[src/hw/rtl/dla_pkg.sv]
package dla_pkg;

    localparam int DLA_NUM_DOMAINS = 5;

    typedef enum logic [2:0] {
        ST_GRANT    = 3'd0,
        ST_REFRESH  = 3'd1,
        ST_PREEMPT  = 3'd2,
        ST_INVALID  = 3'd3,
        ST_LOW_PRIO = 3'd4,
        ST_FORBID   = 3'd5,
        ST_RELEASED = 3'd6,
        ST_REFUSED  = 3'd7
    } status_t;

    localparam logic       REQ_PROPOSE = 1'b0;
    localparam logic       REQ_RELEASE = 1'b1;

    localparam logic [1:0] POL_NEVER  = 2'd0;
    localparam logic [1:0] POL_HIGHER = 2'd1;
    localparam logic [1:0] POL_ALWAYS = 2'd2;

    typedef struct packed {
        logic        req_type;
        logic [2:0]  domain;
        logic        proposal_valid;
        logic [15:0] requester;
        logic [7:0]  req_priority;
        logic [31:0] trace_tag;
        logic [31:0] ttl_ms;
        logic [1:0]  preempt_policy;
        logic [63:0] now_ms;
    } req_t;

    typedef struct packed {
        status_t     status;
        logic [31:0] trace_echo;
        logic [2:0]  domain_echo;
        logic [15:0] owner_out;
        logic [15:0] prior_owner;
        logic        lease_active_out;
        logic [7:0]  lease_priority_out;
        logic [63:0] lease_expiry_out;
        logic [31:0] allowed_total;
        logic [31:0] rejected_total;
        logic [31:0] preempted_total;
    } rslt_t;

endpackage

[src/hw/rtl/dla_lease_core.sv]
module dla_lease_core #(
    parameter int NUM_DOMAINS = dla_pkg::DLA_NUM_DOMAINS
) (
    input  logic          aclk,
    input  logic          aresetn,
    input  logic          req_fire,
    input  dla_pkg::req_t req,
    output dla_pkg::rslt_t rslt
);
    import dla_pkg::*;

    localparam int IDX_W = (NUM_DOMAINS > 1) ? $clog2(NUM_DOMAINS) : 1;

    logic        active_reg   [NUM_DOMAINS];
    logic [15:0] owner_reg    [NUM_DOMAINS];
    logic [7:0]  priority_reg [NUM_DOMAINS];
    logic [63:0] expiry_reg   [NUM_DOMAINS];
    logic [31:0] allow_reg;
    logic [31:0] reject_reg;
    logic [31:0] preempt_reg;

    logic [IDX_W-1:0] idx;
    logic        cur_active;
    logic [15:0] cur_owner;
    logic [7:0]  cur_prio;
    logic [63:0] cur_expiry;
    logic        expired;
    logic        eff_active;
    logic [15:0] eff_owner;
    logic [7:0]  eff_prio;
    logic [63:0] new_expiry;
    logic        higher;
    logic        may_bump;

    logic        ent_active_next;
    logic [15:0] ent_owner_next;
    logic [7:0]  ent_prio_next;
    logic [63:0] ent_expiry_next;
    logic [31:0] allow_next;
    logic [31:0] reject_next;
    logic [31:0] preempt_next;
    status_t     status;
    logic [15:0] prior_owner;

    assign idx = (32'(req.domain) < NUM_DOMAINS) ? IDX_W'(req.domain) : '0;

    assign cur_active = active_reg[idx];
    assign cur_owner  = owner_reg[idx];
    assign cur_prio   = priority_reg[idx];
    assign cur_expiry = expiry_reg[idx];

    // drop a lease whose expiry has been reached before deciding
    assign expired    = cur_active && (req.now_ms >= cur_expiry);
    assign eff_active = cur_active && !expired;
    assign eff_owner  = expired ? 16'd0 : cur_owner;
    assign eff_prio   = expired ? 8'd0 : cur_prio;
    assign new_expiry = req.now_ms + {32'd0, req.ttl_ms};
    assign higher     = req.req_priority > eff_prio;

    always_comb begin
        case (req.preempt_policy)
            POL_ALWAYS: may_bump = 1'b1;
            POL_HIGHER: may_bump = higher;
            default:    may_bump = 1'b0;
        endcase
    end

    always_comb begin
        ent_active_next = cur_active;
        ent_owner_next  = cur_owner;
        ent_prio_next   = cur_prio;
        ent_expiry_next = cur_expiry;
        allow_next      = allow_reg;
        reject_next     = reject_reg;
        preempt_next    = preempt_reg;
        prior_owner     = 16'd0;
        status          = ST_REFUSED;
        if (req.req_type == REQ_RELEASE) begin
            if (cur_active && (cur_owner == req.requester)) begin
                ent_active_next = 1'b0;
                ent_owner_next  = 16'd0;
                ent_prio_next   = 8'd0;
                ent_expiry_next = 64'd0;
                status          = ST_RELEASED;
            end else begin
                status = ST_REFUSED;
            end
        end else if (!req.proposal_valid) begin
            reject_next = reject_reg + 32'd1;
            status      = ST_INVALID;
        end else if (!eff_active || (eff_owner == req.requester) || may_bump) begin
            ent_active_next = 1'b1;
            ent_owner_next  = req.requester;
            ent_prio_next   = req.req_priority;
            ent_expiry_next = new_expiry;
            if (!eff_active) begin
                allow_next = allow_reg + 32'd1;
                status     = ST_GRANT;
            end else if (eff_owner == req.requester) begin
                allow_next = allow_reg + 32'd1;
                status     = ST_REFRESH;
            end else begin
                prior_owner  = eff_owner;
                preempt_next = preempt_reg + 32'd1;
                status       = ST_PREEMPT;
            end
        end else begin
            reject_next = reject_reg + 32'd1;
            status      = higher ? ST_FORBID : ST_LOW_PRIO;
        end
    end

    always_ff @(posedge aclk) begin
        if (!aresetn) begin
            for (int i = 0; i < NUM_DOMAINS; i++) begin
                active_reg[i]   <= 1'b0;
                owner_reg[i]    <= 16'd0;
                priority_reg[i] <= 8'd0;
                expiry_reg[i]   <= 64'd0;
            end
            allow_reg   <= 32'd0;
            reject_reg  <= 32'd0;
            preempt_reg <= 32'd0;
        end else if (req_fire) begin
            active_reg[idx]   <= ent_active_next;
            owner_reg[idx]    <= ent_owner_next;
            priority_reg[idx] <= ent_prio_next;
            expiry_reg[idx]   <= ent_expiry_next;
            allow_reg         <= allow_next;
            reject_reg        <= reject_next;
            preempt_reg       <= preempt_next;
        end
    end

    always_comb begin
        rslt.status             = status;
        rslt.trace_echo         = req.trace_tag;
        rslt.domain_echo        = req.domain;
        rslt.owner_out          = req.requester;
        rslt.prior_owner        = prior_owner;
        rslt.lease_active_out   = ent_active_next;
        rslt.lease_priority_out = ent_prio_next;
        rslt.lease_expiry_out   = ent_expiry_next;
        rslt.allowed_total      = allow_next;
        rslt.rejected_total     = reject_next;
        rslt.preempted_total    = preempt_next;
    end

endmodule

[src/hw/rtl/domain_lease_arbiter_top.sv]
// Path: the input register holds a request, then one decision pass loads the
//   result register. Throughput: 1 request per cycle unless m_ready stalls;
//   the lease table and counters update in the same pass that loads the
//   result, so the next request sees them at once.
// Reset: synchronous active-low aresetn clears all leases, counters and valids.
module domain_lease_arbiter_top #(
    parameter int NUM_DOMAINS = dla_pkg::DLA_NUM_DOMAINS
) (
    input  logic        aclk,
    input  logic        aresetn,
    input  logic        s_valid,
    output logic        s_ready,
    input  logic        s_req_type,
    input  logic [2:0]  s_domain,
    input  logic        s_proposal_valid,
    input  logic [15:0] s_requester,
    input  logic [7:0]  s_req_priority,
    input  logic [31:0] s_trace_tag,
    input  logic [31:0] s_ttl_ms,
    input  logic [1:0]  s_preempt_policy,
    input  logic [63:0] s_now_ms,
    output logic        m_valid,
    input  logic        m_ready,
    output logic [2:0]  m_status,
    output logic [31:0] m_trace_echo,
    output logic [2:0]  m_domain_echo,
    output logic [15:0] m_owner_out,
    output logic [15:0] m_prior_owner,
    output logic        m_lease_active_out,
    output logic [7:0]  m_lease_priority_out,
    output logic [63:0] m_lease_expiry_out,
    output logic [31:0] m_allowed_total,
    output logic [31:0] m_rejected_total,
    output logic [31:0] m_preempted_total
);
    import dla_pkg::*;

    req_t  req_reg;
    logic  in_valid_reg;
    rslt_t rslt_reg;
    logic  out_valid_reg;
    rslt_t rslt_next;
    logic  advance;

    assign advance = in_valid_reg && (!out_valid_reg || m_ready);
    assign s_ready = !in_valid_reg || advance;

    dla_lease_core #(
        .NUM_DOMAINS(NUM_DOMAINS)
    ) u_core (
        .aclk    (aclk),
        .aresetn (aresetn),
        .req_fire(advance),
        .req     (req_reg),
        .rslt    (rslt_next)
    );

    always_ff @(posedge aclk) begin
        if (!aresetn) begin
            in_valid_reg  <= 1'b0;
            out_valid_reg <= 1'b0;
        end else begin
            if (s_ready) begin
                in_valid_reg <= s_valid;
            end
            if (advance) begin
                out_valid_reg <= 1'b1;
            end else if (m_ready) begin
                out_valid_reg <= 1'b0;
            end
        end
    end

    // hold the request until the decision pass takes it
    always_ff @(posedge aclk) begin
        if (s_valid && s_ready) begin
            req_reg.req_type       <= s_req_type;
            req_reg.domain         <= s_domain;
            req_reg.proposal_valid <= s_proposal_valid;
            req_reg.requester      <= s_requester;
            req_reg.req_priority   <= s_req_priority;
            req_reg.trace_tag      <= s_trace_tag;
            req_reg.ttl_ms         <= s_ttl_ms;
            req_reg.preempt_policy <= s_preempt_policy;
            req_reg.now_ms         <= s_now_ms;
        end
        if (advance) begin
            rslt_reg <= rslt_next;
        end
    end

    assign m_valid              = out_valid_reg;
    assign m_status             = rslt_reg.status;
    assign m_trace_echo         = rslt_reg.trace_echo;
    assign m_domain_echo        = rslt_reg.domain_echo;
    assign m_owner_out          = rslt_reg.owner_out;
    assign m_prior_owner        = rslt_reg.prior_owner;
    assign m_lease_active_out   = rslt_reg.lease_active_out;
    assign m_lease_priority_out = rslt_reg.lease_priority_out;
    assign m_lease_expiry_out   = rslt_reg.lease_expiry_out;
    assign m_allowed_total      = rslt_reg.allowed_total;
    assign m_rejected_total     = rslt_reg.rejected_total;
    assign m_preempted_total    = rslt_reg.preempted_total;

endmodule
[config.mk]
export PLATFORM = sky130hd
export DESIGN_NAME = domain_lease_arbiter_top
export DESIGN_NICKNAME = d
export VERILOG_FILES = /design/src/hw/rtl/dla_pkg.sv /design/src/hw/rtl/dla_lease_core.sv /design/src/hw/rtl/domain_lease_arbiter_top.sv
export SDC_FILE = /design/constraint.sdc
export NUM_CORES = 2
export LEC_CHECK = 0
export BUFFER_PORTS_ARGS = -buffer_cell sky130_fd_sc_hd__buf_2
export CORE_AREA = 2 2 270 272
export DETAILED_ROUTE_END_ITERATION = 12
export DIE_AREA = 0 0 272 274
export PLACE_DENSITY = 0.81
export SLEW_MARGIN = 20
export SYNTH_ARGS = -nofsm -noshare
export SYNTH_HDL_FRONTEND = slang
export SYNTH_SLANG_ARGS = --single-unit
export TNS_END_PERCENT = 10
[constraint.sdc]
create_clock -name aclk -period 30 [get_ports aclk]
set_input_delay 6 -clock aclk [delete_from_list [all_inputs] [get_ports aclk]]
set_output_delay 6 -clock aclk [all_outputs]
set_load 0.05 [all_outputs]
==> flow_metrics.env <==
export IMPL_grt_start_max_net_pins=115
export IMPL_period_share_pct=42.3
export IMPL_syn2layout_area_growth_pct=12.9
export IMPL_setup_tns_final_ps=0
export IMPL_slowest_stage="nor2b_1"
export IMPL_clk_latency_ps=660
export IMPL_fin_util_pct=70.3
export IMPL_cts_resized=0
export IMPL_synth_seq_cells=941
export IMPL_final_hold_viol_count=0
export IMPL_finalNetCount=4340
export IMPL_syn_nets=4045
export IMPL_largest_reg_flops=320
export IMPL_cts_hold_repair_buffers=0
export IMPL_pre_cts_ws_ps=17390
export IMPL_fill_cells=4996
export IMPL_syn_avg_cell_area_um2=11.9
export IMPL_dieArea_um2=74500
export IMPL_drt_iter0_drc=3151
export IMPL_outcome="finished, final reports clean"
export IMPL_final_cell_mix="edfxtp_1 (838), nor2_1 (509), buf_2 (403)"
export IMPL_ir_drop_mv=0.0485
export IMPL_skew_ps=32.8
export IMPL_r2r_start="req_reg[155]$_DFFE_PP_"
export IMPL_gr_usage_all_layers_pct=29.2
export IMPL_worstPathCellList="buf_2 -> nor2b_1 -> nand2_1 -> buf_2"
export IMPL_async_reset_ff_share_pct=0
export IMPL_p_total_mw=3.08
export IMPL_final_antenna_net_count=0
export IMPL_hold_class="flop to flop"
export IMPL_drive_above_1_share_pct=16.3
export IMPL_die_height_um=274
export IMPL_place_inst=4927
export IMPL_r2r_end="m_lease_expiry_out[61]$_DFFE_PP_"
export IMPL_rsz0062_at_grt="false"
export IMPL_drt_vias_per_instance=6.25
export IMPL_endpoint="s_ready"
export IMPL_place_gp_congestion=0.879
export IMPL_worstPathArrival_ps=6700
export IMPL_leakagePower_nw=19.7
export IMPL_worstPathRequired_ps=24000
export IMPL_finalSetupViolCount=0
export IMPL_synth_distinct_cells=91
export IMPL_drt_wl_total_mm=112
export IMPL_grt_pass1_wl_mm=169
export IMPL_max_slew_worst_pin_slew_ps=1150
export IMPL_synth_main_ff_cell="edfxtp_1"
export IMPL_clkTransAtPathRegs_ps=60
export IMPL_slowest_delay_ps=240
export IMPL_wl_per_cell_um=21.9
export IMPL_core_area_um2=72000
export IMPL_critical_path_top_delay_family="simple AND/OR/NAND/NOR gates"
export IMPL_numCtsBuffers=97
export IMPL_cts_tree="done"
export IMPL_cts_sinks=941
export IMPL_drv_slew=0
export IMPL_drc=0
export IMPL_htree_levels=3
export IMPL_p_per_area_nw_per_um2=60.8
export IMPL_crit_type="input pin to output pin"
export IMPL_layout_commonest_cell="edfxtp_1"
export IMPL_vias=31927
export IMPL_synthCells=3772
export IMPL_cp_buffers_inverters=2
export IMPL_io_pins=404
export IMPL_cpMostUsedCell="buf_2"
export IMPL_max_slew_margin_pct=23.5
export IMPL_cap_violations=0
export IMPL_cp_max_fo=4
export IMPL_cp_depth=4
export IMPL_fmax_ghz=0.0788
export IMPL_ff2ff_path_depth=25
export IMPL_end_kind="output pin"
export IMPL_first_global_vias=30568
export IMPL_startpoint="m_ready"
export IMPL_netlist_area_um2=44800
export IMPL_io_buffer_count=403
export IMPL_yosysSeqAreaShare_pct=60.7
export IMPL_root_buffer="clkbuf_16"
export IMPL_yosys_warnings=0
export IMPL_fin_cells=5109
export IMPL_num_rows=99
export IMPL_grt_overflow=0
export IMPL_rrSetupSlack_ps=19550
export IMPL_startpoint_type="input pin"
export IMPL_synth_edf_count=838
export IMPL_fp_dieW_um=272
export IMPL_post_dp_hpwl_mm=66.4
export IMPL_drt_pass1_iterations=6
export IMPL_start_util_pct=62.3
export IMPL_fin_crit_ps=12700
export IMPL_cts_setup_buffers=0
export IMPL_antenna_found_initial=7
export IMPL_worst_slack_ps=17300
export IMPL_clockBufferDepth=3
[kinds of logic (layout without fill, tap and decap cells)]
group	Yosys count	count (layout)	share of synthesized area [%]
fa+ha+maj	110	110	3.09
compound gates	726	726	9.90
simple gates	1188	1188	12.8
other cells	0	6	0
flops	941	941	60.7
buf+inv	339	711	3.23
mux	310	310	7.17
xor+xnor	158	158	3.09
[worst register-to-register path, cell delays in order (launching register included)]
cell,delay [ps]
edfxtp_1,430
buf_12,280
nand2b_4,650
buf_4,880
mux2i_1,390
a211oi_1,120
a21oi_1,300
ha_1,290
nor4_1,610
nor4bb_1,140
a221o_1,460
o211ai_1,490
nand2_1,170
nand2_1,260
nand2_1,90
ha_1,300
nor2b_1,130
o211ai_1,90
a21oi_1,170
o22a_1,190
a22oi_1,160
a31oi_4,960
buf_4,870
buf_4,840
mux2i_1,660
inv_1,200
[metal layers]
| metal | vias to the layer above | part of all wire (%) | GRT usage (%) |
|---|---|---|---|
| li1 | 14599 | - | - |
| met1 | 15378 | 39 | 38.6 |
| met2 | 1654 | 48 | 47.8 |
| met3 | 296 | 8.6 | 4.61 |
| met4 | 0 | 4.1 | 13.6 |
| met5 | - | 0 | 0 |
[synth_stat cells (all sizes together) (12+ instances only)]
cell type | instances | area (um^2)
a21o | 16 | 120
nand3 | 67 | 335
o31ai | 46 | 345
o211ai | 26 | 195
a21oi | 358 | 1790
edfxtp | 838 | 25200
dfxtp | 103 | 2060
nor3 | 73 | 365
nor2 | 509 | 1910
nand2b | 18 | 113
nand2 | 218 | 968
nor4 | 30 | 194
nor2b | 16 | 100
or3 | 83 | 524
ha | 109 | 1360
nand4 | 32 | 200
inv | 91 | 342
xor2 | 103 | 902
and3 | 33 | 206
clkbuf | 188 | 706
or4 | 46 | 345
xnor2 | 55 | 482
buf | 58 | 392
mux2i | 291 | 2910
a211oi | 73 | 548
and2 | 16 | 100
o21ai | 100 | 500
o21a | 12 | 90.1
and4 | 13 | 114
[power by group]
group	leakage, nW	switching, mW	internal, mW
sequential	9.14	0.0233	1.49
combinational	9.07	0.269	0.103
clock	1.52	0.504	0.688
[metrics by stage]
| step | area [um^2] | hold slack, ps |
|---|---|---|
| 2_1_floorplan | 44800 | 400 |
| 5_1_grt | 50600 | 426 |
| 6_report | 50600 | 412 |
| 3_5_place_dp | 47500 | 405 |
| 4_1_cts | 50600 | 415 |
| 3_3_place_gp | 47500 | 400 |
[area by class of cell]
| cell class | count | area, um^2 | area share (%) |
|---|---|---|---|
| Tap cell | 959 | 1200 | 2.37 |
| Clock inverter | 51 | 500 | 0.989 |
| Multi-Input combinational cell | 2492 | 16400 | 32.3 |
| Inverter | 93 | 359 | 0.709 |
| Clock buffer | 125 | 2630 | 5.19 |
| Sequential cell | 941 | 27200 | 53.8 |
| Timing Repair Buffer | 442 | 2330 | 4.61 |
| Antenna cell | 6 | 15.0 | 0.0297 |
[worst min-delay path by stage]
| stage | startpoint | to | slack, ps | depth (start not counted) |
|---|---|---|---|---|
| 6_report | req_reg[121]$_DFFE_PP_ | m_trace_echo[23]$_DFFE_PP_ | 410 | 0 |
| 4_1_cts | req_reg[121]$_DFFE_PP_ | m_trace_echo[23]$_DFFE_PP_ | 420 | 0 |
| 5_1_grt | req_reg[113]$_DFFE_PP_ | m_trace_echo[15]$_DFFE_PP_ | 430 | 0 |
| 3_5_place_dp | req_reg[120]$_DFFE_PP_ | m_trace_echo[22]$_DFFE_PP_ | 400 | 0 |
| 3_3_place_gp | req_reg[127]$_DFFE_PP_ | m_trace_echo[29]$_DFFE_PP_ | 400 | 0 |
| 2_1_floorplan | req_reg[98]$_DFFE_PP_ | m_trace_echo[0]$_DFFE_PP_ | 400 | 0 |
No activity file was read; power rests on OpenSTA's default activity.
